**src/rtl/cdsm_ram.sv**
```systemverilog
// Simple dual-port synchronous RAM, one write and one registered read port.
// Depends on nothing.
`timescale 1ns / 1ps
module cdsm_ram #(
  parameter int Width = 8,
  parameter int Depth = 16
) (
  input  logic                                   clk_i,
  input  logic                                   we_i,
  input  logic [(Depth > 1 ? $clog2(Depth) : 1)-1:0] waddr_i,
  input  logic [Width-1:0]                       wdata_i,
  input  logic                                   re_i,
  input  logic [(Depth > 1 ? $clog2(Depth) : 1)-1:0] raddr_i,
  output logic [Width-1:0]                       rdata_o
);

  logic [Width-1:0] mem_q [Depth];
  logic [Width-1:0] rdata_q;

  always_ff @(posedge clk_i) begin
    if (we_i) begin
      mem_q[waddr_i] <= wdata_i;
    end
  end

  always_ff @(posedge clk_i) begin
    if (re_i) begin
      rdata_q <= mem_q[raddr_i];
    end
  end

  assign rdata_o = rdata_q;

endmodule

```
**config.mk**
```make
export PLATFORM = sky130hd
export DESIGN_NAME = cdsm_ram
export DESIGN_NICKNAME = d
export VERILOG_FILES = /design/src/rtl/cdsm_ram.sv
export SDC_FILE = /design/constraint.sdc
export NUM_CORES = 1
export LEC_CHECK = 0
export BUFFER_PORTS_ARGS = -buffer_cell sky130_fd_sc_hd__buf_2
export CORE_UTILIZATION = 50
export DETAILED_ROUTE_END_ITERATION = 8
export PLACE_DENSITY_LB_ADDON = 0.15
export SLEW_MARGIN = 15
export SYNTH_ARGS = -nofsm -noshare
export SYNTH_HDL_FRONTEND = slang
export SYNTH_SLANG_ARGS = --single-unit
```
**constraint.sdc**
```tcl
create_clock -name clk_i -period 2 [get_ports clk_i]
set_input_delay 0.4 -clock clk_i [delete_from_list [all_inputs] [get_ports clk_i]]
set_output_delay 0.4 -clock clk_i [all_outputs]
set_load 0.01 [all_outputs]
```
==> out/qor.csv <==
metric;value;unit
status;finished clean;
start_util;52.5;%
endpoint_kind;flop;
cts_tree;built;
cts_root_buf;clkbuf_8;
grt_overflow;0;
antenna_found_initial;0;
peakVddDrop;501;uV
reg2reg_to;rdata_o[7];
ant_nets;0;
routed_via_density;5.67;
syn_inst;229;
min_period;1.49;ns
finalCritPeriodShare;74.4;%
fmax;672;MHz
p_leak;2.09;nW
clock_sinks;136;
post-dp-hpwl;6.03;mm
r2r_cells;3;
whs_path_depth;1;
dieHeight;104;um
preCtsSetupSlack;0.0455;ns
worst_hold_path_type;in2reg;
io_buffers;26;
core;0.00995;mm2
cts_buffers;17;
clk_path_buf_depth;2;
drv_slew;0;
grt_usage;19.5;%
ctsHoldBuffers;0;
gp_congestion;0.699;
r2r-start;mem_q[11][7];
maxSlewHeadroom;72.7;%
grt_pass1_wl;14.8;mm
setup_tns;0;ns
power_density;1030;mW/mm2
p_total;6.34;mW
fill_cells;703;
stdcell_count;431;
synth_warnings;0;
startpoint;mem_q[11][7];
hp-start;re_i;
die_x;104;um
routed_wirelength;9.47;mm
start_kind;flop;
placedCellCount;399;
postPlaceCellArea;0.00563;mm2
clock_latency;0.51;ns
syn_nets;248;
fp-row-count;36;
synth.distinct_cells;18;
dr.pass1.iters;4;
worstPathArrival;1.74;ns
grt_pass1_vias;2531;
cap_violations;0;
path_max_fanout;1;
cts_resized;0;
htreeDepth;4;
io_pins;27;
hold_viol;0;
drt_iter0_drc;158;
whs_endpoint;rdata_o[3];
worst_slew_pin_slew;0.410;ns
wl_per_cell;22.0;um
postCtsSetupBuffers;0;
synth_area;0.00523;mm2
regToRegSetupSlack;0.51;ns
path_clk_slew;0.06;ns
diodes;0;
setup_violations;0;
final_cell_area;0.00617;mm2
syn_to_final_growth;18.0;%
setup_ws;0.512;ns
dr_total_vias;2444;
skew;0.00831;ns
avgSynthCellArea;22.8;um2
remaining_drc_errors;0;
nets;304;
grt_max_degree;33;
die_area;0.0109;mm2
synth-seq-cells;136;
required;2.25;ns
ys_seq_area_share;78.1;%
drive_above_1_share;30.9;%
rsz0062_at_grt;false;
path_class;reg2reg;
sequential cells by signal (all words and copies together), names as in the netlist:
name and count:
rdata_o 8, mem_q 128
kinds of logic (layout without fill, tap and decap cells):
kind of cell,Yosys count,after routing,synth area share (%)
DFF,136,136,78.1
and+or+nand+nor,35,35,3.14
muxes,32,32,14.8
AOI/OAI and AO/OA,16,16,2.30
buffers and inverters,10,79,1.65
placed cells by master, fill, tap and decap left out:
master,synthesis,layout
edfxtp_1,136,136
buf_2,3,26
mux4_2,18,18
buf_4,1,18
a22oi_1,16,16
clkbuf_16,0,16
mux4_1,14,14
nor2_1,13,13
nand2_1,9,9
clkbuf_1,0,5
clkinv_2,0,5
nor3_1,4,4
buf_12,0,3
nand3b_1,2,2
nand2b_1,2,2
bufinv_16,0,2
clkinvlp_4,0,2
nor2b_1,1,1
and2_1,1,1
and2b_1,1,1
nand3_1,1,1
or3b_2,1,1
clkbuf_8,0,1
clkinv_1,0,1
critical path, stage by stage, from the launching register on:
cell	delay [ns]
edfxtp_1	0.37
mux4_2	0.47
a22oi_1	0.29
nand2_1	0.10
Yosys cell counts (all sizes together):
cell           count  area, um2
nor2b              1       6.26
edfxtp           136       4080
nor2              13       48.8
and2b              1       7.51
nand3b             2       15.0
nand2b             2       12.5
a22oi             16        120
mux4              32        773
clkdlybuf4s25      3       30.0
nor3               4       20.0
and2               1       6.26
or3b               1       8.76
nand2              9       33.8
buf                7       56.3
nand3              1       5.00
cell type report:
class	instances	area (um2)	area share (%)
repair buffers	47	325	5.27
flip-flops and latches	136	4080	66.2
clock buffers	22	433	7.02
clock inverters	10	104	1.68
well taps	133	166	2.70
multi-input cells	83	1060	17.1
through the flow:
stage,hold slack [ns],util [%]
2_1_floorplan,0.499,-
4_1_cts,0.234,62.0
3_3_place_gp,0.740,56.6
5_1_grt,0.235,62.0
3_5_place_dp,0.745,56.6
6_report,0.260,62.0
report_power, final:
part / internal [mW] / switching [mW] / total, mW / leakage, nW
sequential: 3.21 / 0.0158 / 3.23 / 1.24
combinational: 0.131 / 0.166 / 0.297 / 0.598
clock: 1.75 / 1.06 / 2.81 / 0.260
total: 5.10 / 1.24 / 6.34 / 2.09
worst max path at each step:
| stage | end | slack, ns | cells after the start |
|---|---|---|---|
| floorplan | mem_q[0][0] | 0.11 | 2 |
| global placement | rdata_o[5] | 0.07 | 5 |
| detailed placement | rdata_o[5] | 0.05 | 5 |
| CTS | rdata_o[7] | 0.49 | 3 |
| global route | rdata_o[5] | 0.45 | 3 |
| finish | rdata_o[7] | 0.51 | 3 |
routing by layer:
metal  routed length [um]  GRT usage, %  part of all wire, %  up-vias
met4                   52          7.04                 0.55        0
met5                    0             0                    0        -
met1                 4150          26.2                   44     1283
met2                 4750          30.2                   50       64
li1                     -             -                    -     1093
met3                  520          6.08                  5.5        4
No activity file was read; power rests on OpenSTA's default activity.
