**config.mk**
```make
export PLATFORM = sky130hd
export DESIGN_NAME = cdsm_wr_check
export DESIGN_NICKNAME = d
export VERILOG_FILES = /design/src/rtl/cdsm_pkg.sv /design/src/rtl/cdsm_wr_check.sv
export SDC_FILE = /design/constraint.sdc
export NUM_CORES = 1
export LEC_CHECK = 0
export BUFFER_PORTS_ARGS = -buffer_cell sky130_fd_sc_hd__buf_2
export CORE_MARGIN = 3
export CORE_UTILIZATION = 40
export DETAILED_ROUTE_END_ITERATION = 10
export PLACE_DENSITY = 0.87
export SLEW_MARGIN = 5
export SYNTH_ARGS = -nofsm -noshare
export SYNTH_HDL_FRONTEND = slang
export SYNTH_SLANG_ARGS = --single-unit
```
**constraint.sdc**
```tcl
create_clock -name vclk -period 2.2
set_input_delay 0.22 -clock vclk [all_inputs]
set_output_delay 0.22 -clock vclk [all_outputs]
set_load 0.005 [all_outputs]
```
**src/rtl/cdsm_pkg.sv**
```systemverilog
// Package for the compressed DFA string matcher.
// Item structs, table and status codes, control state type. No dependencies.
`timescale 1ns / 1ps
package cdsm_pkg;

  localparam int StatesMaxDef = 1024;
  localparam int RowsMaxDef   = 64;
  localparam int SymsPerRow   = 255;
  localparam int OutValW      = 16;
  localparam int OutEntryW    = OutValW + 1;
  localparam int CfgIdxW      = 8;
  localparam int CfgDataW     = 32;

  localparam logic [CfgIdxW-1:0] CFG_NUM_STATES     = 8'd0;
  localparam logic [CfgIdxW-1:0] CFG_NUM_COMPRESSED = 8'd1;

  localparam logic ACT_MATCH = 1'b0;
  localparam logic ACT_WRITE = 1'b1;

  localparam logic KIND_MATCH = 1'b0;
  localparam logic KIND_ACK   = 1'b1;

  localparam logic [7:0] SYM_END = 8'd0;

  typedef enum logic [2:0] {
    TBL_DEFAULT = 3'd0,
    TBL_BASE    = 3'd1,
    TBL_NEXT    = 3'd2,
    TBL_CHECK   = 3'd3,
    TBL_OUTPUT  = 3'd4
  } tbl_sel_e;

  typedef enum logic [1:0] {
    WR_OK        = 2'd0,
    WR_BAD_INDEX = 2'd1,
    WR_BAD_VALUE = 2'd2
  } wr_status_e;

  typedef enum logic [1:0] {
    ST_IDLE,
    ST_SYM1,
    ST_SYM2,
    ST_EOS1
  } ctrl_state_e;

  typedef struct packed {
    logic        action;
    logic [7:0]  symbol;
    logic [2:0]  table_select;
    logic [13:0] entry_index;
    logic [15:0] entry_value;
    logic        entry_invalid;
  } in_item_t;

  typedef struct packed {
    logic        kind;
    logic        matched;
    logic [15:0] match_output;
    logic [1:0]  write_status;
  } out_item_t;

  typedef struct packed {
    wr_status_e status;
    logic       we_default;
    logic       we_base;
    logic       we_next;
    logic       we_check;
    logic       we_output;
  } wr_ctl_t;

endpackage

```
**src/rtl/cdsm_wr_check.sv**
```systemverilog
// Table write checker: index and value bounds, status code and write enables.
// Depends on cdsm_pkg.
`timescale 1ns / 1ps
module cdsm_wr_check import cdsm_pkg::*; #(
  parameter int STATES_MAX = StatesMaxDef,
  parameter int ROWS_MAX   = RowsMaxDef
) (
  input  in_item_t                                      item_i,
  input  logic [$clog2(STATES_MAX+1)-1:0]               num_states_i,
  input  logic [$clog2(ROWS_MAX+1)-1:0]                 num_comp_i,
  input  logic [$clog2(ROWS_MAX*SymsPerRow+1)-1:0]      rows_i,
  output wr_ctl_t                                       ctl_o
);

  logic [31:0] idx32, val32, ns32, nc32, rows32;
  logic        state_val_ok;

  assign idx32  = 32'(item_i.entry_index);
  assign val32  = 32'(item_i.entry_value);
  assign ns32   = 32'(num_states_i);
  assign nc32   = 32'(num_comp_i);
  assign rows32 = 32'(rows_i);
  assign state_val_ok = item_i.entry_invalid || (val32 < ns32);

  always_comb begin
    ctl_o = '{status: WR_OK, default: 1'b0};
    unique case (item_i.table_select)
      TBL_DEFAULT, TBL_BASE, TBL_OUTPUT: begin
        if (idx32 >= ns32) begin
          ctl_o.status = WR_BAD_INDEX;
        end else if (item_i.table_select == TBL_DEFAULT) begin
          if (!state_val_ok) ctl_o.status = WR_BAD_VALUE;
          else ctl_o.we_default = 1'b1;
        end else if (item_i.table_select == TBL_BASE) begin
          if (item_i.entry_invalid || val32 >= nc32) ctl_o.status = WR_BAD_VALUE;
          else ctl_o.we_base = 1'b1;
        end else begin
          ctl_o.we_output = 1'b1;
        end
      end
      TBL_NEXT, TBL_CHECK: begin
        if (idx32 >= rows32) begin
          ctl_o.status = WR_BAD_INDEX;
        end else if (!state_val_ok) begin
          ctl_o.status = WR_BAD_VALUE;
        end else if (item_i.table_select == TBL_NEXT) begin
          ctl_o.we_next = 1'b1;
        end else begin
          ctl_o.we_check = 1'b1;
        end
      end
      default: begin
        ctl_o.status = WR_BAD_INDEX;
      end
    endcase
  end

endmodule

```
==> impl_metrics.json, run 1 <==
{
  "syn_to_final_growth_pct": 48.83,
  "pin_count": 82,
  "globalplace.congestion": 0.7859,
  "crit_required_ns": 1.98,
  "fin_crit_ns": 2.265,
  "synth_area_um2": 1125,
  "synth_nets": 264,
  "grt_pass1_wl_um": 4885,
  "io_buffers": 73,
  "p_per_area_nw_per_um2": 163.0,
  "fin_area_um2": 1674,
  "die_area_um2": 3485,
  "placed_area_um2": 1535,
  "hold_violations": 0,
  "finalPower_mw": 0.2730,
  "detail-route-antenna-nets": 0,
  "setup_ws_ns": -0.06508,
  "worstMarginPinSlew_ns": 0.4224,
  "totalWireLength_um": 3230,
  "finalSetupViolCount": 3,
  "nFillCells": 239,
  "coreArea_um2": 2567,
  "clock_buffers": 0,
  "arrival_ns": 2.05,
  "period_share_pct": 103.0,
  "cp_max_fo": 5,
  "violations": "setup timing",
  "wl_per_cell_um": 12.72,
  "outcome": "finished, violations left",
  "initial_utilization_pct": 43.81,
  "first_pass_iters": 4,
  "irDropWorstVdd_mv": 0.09001,
  "synthCells": 147,
  "worstSetupStartpointType": "input port",
  "grt_overflow": 0,
  "diodes": 0,
  "syn_avg_cell_area_um2": 7.652,
  "seq_cells": 0,
  "final_common_cell": "buf_2",
  "rsz0062_at_grt": "yes",
  "cap_violations": 0,
  "synth_cell_types": 37,
  "via_per_inst": 5.366,
  "total_leakage_power_nw": 0.9764,
  "drc": 0,
  "initialDrtViolationCount": 20,
  "vias": 1363,
  "cp-end-kind": "output pin",
  "rows": 18,
  "dp_hpwl_um": 2749,
  "dieHeight_um": 59.03,
  "synth_warnings": 0,
  "critPathKind": "input port to output pin",
  "min_path_type": "input port to output pin",
  "fin_nets": 343,
  "grt_max_degree": 8,
  "final_cell_mix": "buf_2, ha_1, inv_1",
  "grtUsageTotal_pct": 17.46,
  "fmax_mhz": 441.5,
  "regArea_um2": 0,
  "grt_pass1_vias": 1221,
  "antenna_found_initial": 0,
  "maxSlewHeadroom_pct": 71.77,
  "drive_gt1_share_pct": 42.41,
  "drv_slew": 0,
  "die_w_um": 59.03,
  "synth-seq-area-share_pct": 0
}
-- area by class of cell --
cell class         count  area, um^2  area share (%)
multi-input cells    112        1095           65.40
repair buffers        77       407.9           24.36
inverters             35       133.9           7.997
well taps             30       37.54           2.242
-- power breakdown --
part           internal, mW  leakage, nW  switching (mW)
Combinational         0.140        0.976           0.133
Clock                     0            0               0
Sequential                0            0               0
-- routing by layer --
metal  share of wire [%]  track usage, %
met1                  40           21.23
met2                  52           33.60
met3                 6.2           1.089
met4                 1.7           2.913
met5                   0               0
-- cells in the mapped netlist (all sizes together) (2+ instances only) --
library cell,number,area (um^2)
nor2,7,26.28
a21oi,8,40.04
a211o,2,17.52
ha,42,525.5
a2111oi,2,17.52
inv,35,131.4
a221oi,2,23.77
nand2b,3,26.27
o21ai,5,25.02
nand2,4,15.01
nand4,3,18.77
nor4,4,25.02
o211ai,2,15.01
o21a,2,15.01
nand3,5,25.02
a21o,3,22.52
o221ai,2,23.77
nor4b,2,23.77
-- critical path, stage by stage --
cell      delay, ns
buf_6          0.10
inv_4          0.05
ha_4           0.18
nand2b_4       0.13
a2111o_1       0.37
a221oi_2       0.26
o221ai_2       0.20
buf_4          0.20
nor4_4         0.18
buf_2          0.15
-- what timing repair did --
action / in CTS / in global routing
resized for setup: 7 / 13
pin swaps: 6 / 7
setup buffers: 1 / 2
hold endpoints to repair: 0 / 0
setup endpoints to repair: 4 / 7
hold buffers: 0 / 0
-- path summary, 6_finish.rpt --
kind	startpoint	end	slack, ns	cells past startpoint
max	item_i[17]	ctl_o[3]	-0.07	10
min	item_i[31]	ctl_o[0]	0.75	3
-- cells by family (layout without fill, tap and decap cells) --
| logic type | count (synthesis) | count (layout) | share of synthesized area, % |
|---|---|---|---|
| compound gates | 35 | 35 | 23.03 |
| fa+ha+maj | 42 | 42 | 46.72 |
| buf+inv | 35 | 112 | 11.68 |
| simple gates | 35 | 35 | 18.58 |
-- metrics by stage --
| step | hold slack, ns | cells | setup TNS [ns] | setup WS [ns] | utilization (%) |
|---|---|---|---|---|---|
| finish | 0.7507 | 254 | -0.09824 | -0.06508 | 65.20 |
| global route | 0.7763 | 254 | -0.3880 | -0.1494 | 65.20 |
| CTS | 0.7387 | 252 | -0.2131 | -0.1084 | 61.89 |
| detailed placement | 0.7400 | 251 | -0.3395 | -0.1121 | 59.80 |
| global placement | 0.7413 | 251 | -0.2180 | -0.09373 | 59.80 |
| floorplan | 0.4734 | 147 | 0 | 0.1664 | - |
No activity file was read; power rests on OpenSTA's default activity.
==> run 2, diff against run 1 <==
- TNS_END_PERCENT: not set -> 10
==> impl_metrics.json, run 2 (synthesis results as in run 1) <==
{
  "outcome": "finished, violations left",
  "violations": "setup timing",
  "syn_to_final_growth_pct": 47.72,
  "drv_slew": 0,
  "arrival_ns": 2.04,
  "globalplace.congestion": 0.7859,
  "crit_required_ns": 1.98,
  "p_per_area_nw_per_um2": 162.6,
  "dp_worst_setup_slack_ns": -0.1121,
  "setup_ws_ns": -0.06489,
  "min_path_type": "input port to output pin",
  "antenna_found_initial": 0,
  "final_util_pct": 64.72,
  "fmax_mhz": 441.5,
  "initialDrtViolationCount": 18,
  "grt_overflow": 0,
  "cap_violations": 0,
  "grt_pass1_wl_um": 4885,
  "rows": 18,
  "fin_crit_ns": 2.265,
  "dieHeight_um": 59.03,
  "first_pass_iters": 4,
  "seq_cells": 0,
  "fin_nets": 343,
  "via_per_inst": 5.386,
  "maxSlewHeadroom_pct": 71.77,
  "nFillCells": 240,
  "drc": 0,
  "final_cell_mix": "buf_2, ha_1, inv_1",
  "clock_buffers": 0,
  "grtUsageTotal_pct": 17.46,
  "cp_max_fo": 5,
  "vias": 1368,
  "initial_utilization_pct": 43.81,
  "drive_gt1_share_pct": 41.07,
  "wl_per_cell_um": 12.66,
  "regArea_um2": 0,
  "grt_pass1_vias": 1221,
  "rsz0062_at_grt": "yes",
  "post_layout_nonfiller_instances": 254,
  "worstSetupStartpointType": "input port",
  "final_common_cell": "buf_2",
  "critPathLaunch": "item_i[17]",
  "detail-route-antenna-nets": 0,
  "grt_max_degree": 8,
  "die_area_um2": 3485,
  "hold_violations": 0,
  "coreArea_um2": 2567,
  "hold_buffers": 0,
  "total_leakage_power_nw": 0.9785,
  "irDropWorstVdd_mv": 0.08986,
  "finalSetupViolCount": 3,
  "totalWireLength_um": 3215,
  "cp-end-kind": "output pin",
  "die_w_um": 59.03,
  "period_share_pct": 102.9,
  "dp_cells": 251,
  "pin_count": 82,
  "diodes": 0,
  "hold_start": "item_i[31]",
  "io_buffers": 73,
  "dp_hpwl_um": 2749,
  "critPathKind": "input port to output pin",
  "worstMarginPinSlew_ns": 0.4224
}
[run 2: cell count changes in the layout (fill, tap and decap cells not counted)]
| cell | before | now |
|---|---|---|
| inv_1 | 31 | 33 |
| ha_4 | 5 | 4 |
| ha_1 | 37 | 38 |
| inv_2 | 3 | 1 |
[run 2: worst max-delay path, stage by stage]
cell      delay [ns]
buf_6           0.10
inv_4           0.05
ha_4            0.18
nand2b_4        0.13
a2111o_1        0.37
a221oi_2        0.26
o221ai_2        0.20
buf_4           0.20
nor4_4          0.18
buf_2           0.15
[run 2: final cells by class]
cell class	instances	area (um^2)	share of cell area [%]
inverter	35	133.9	8.057
multi-input combinational	112	1082	65.14
tap	30	37.54	2.259
timing repair buffer	77	407.9	24.55
[run 2: worst paths after layout]
path / end / cells past startpoint
worst max-delay path: ctl_o[3] / 10
worst min-delay path: ctl_o[0] / 3
[run 2: repair_timing]
action / CTS / global route
pin swaps: 6 / 6
gates resized for setup: 7 / 10
buffers inserted: 1 / 2
setup endpoints to repair: 4 / 7
[run 2: metrics by stage]
stage	instance area (um^2)	power, mW	TNS [ns]	hold slack [ns]
after global placement	1535	0.2342	-0.2180	0.7413
after floorplan	1125	0.1367	0	0.4734
after CTS	1589	0.2542	-0.2131	0.7387
final	1662	0.2702	-0.1128	0.7509
after global routing	1662	0.3103	-0.4241	0.7763
after detailed placement	1535	0.2442	-0.3395	0.7400
[run 2: report_power, final]
| part | internal, mW | switching [mW] | leakage, nW | total (mW) |
|---|---|---|---|---|
| sequential | 0 | 0 | 0 | 0 |
| combinational | 0.139 | 0.131 | 0.979 | 0.270 |
| clock | 0 | 0 | 0 | 0 |
| total | 0.139 | 0.131 | 0.979 | 0.270 |
[run 2: metal layers]
layer | GRT usage, % | vias to the layer above | share of wire [%]
li1 | - | 703 | -
met1 | 21.23 | 599 | 39
met2 | 33.60 | 56 | 51
met3 | 1.089 | 10 | 6.9
met4 | 2.913 | 0 | 2.6
met5 | 0 | - | 0
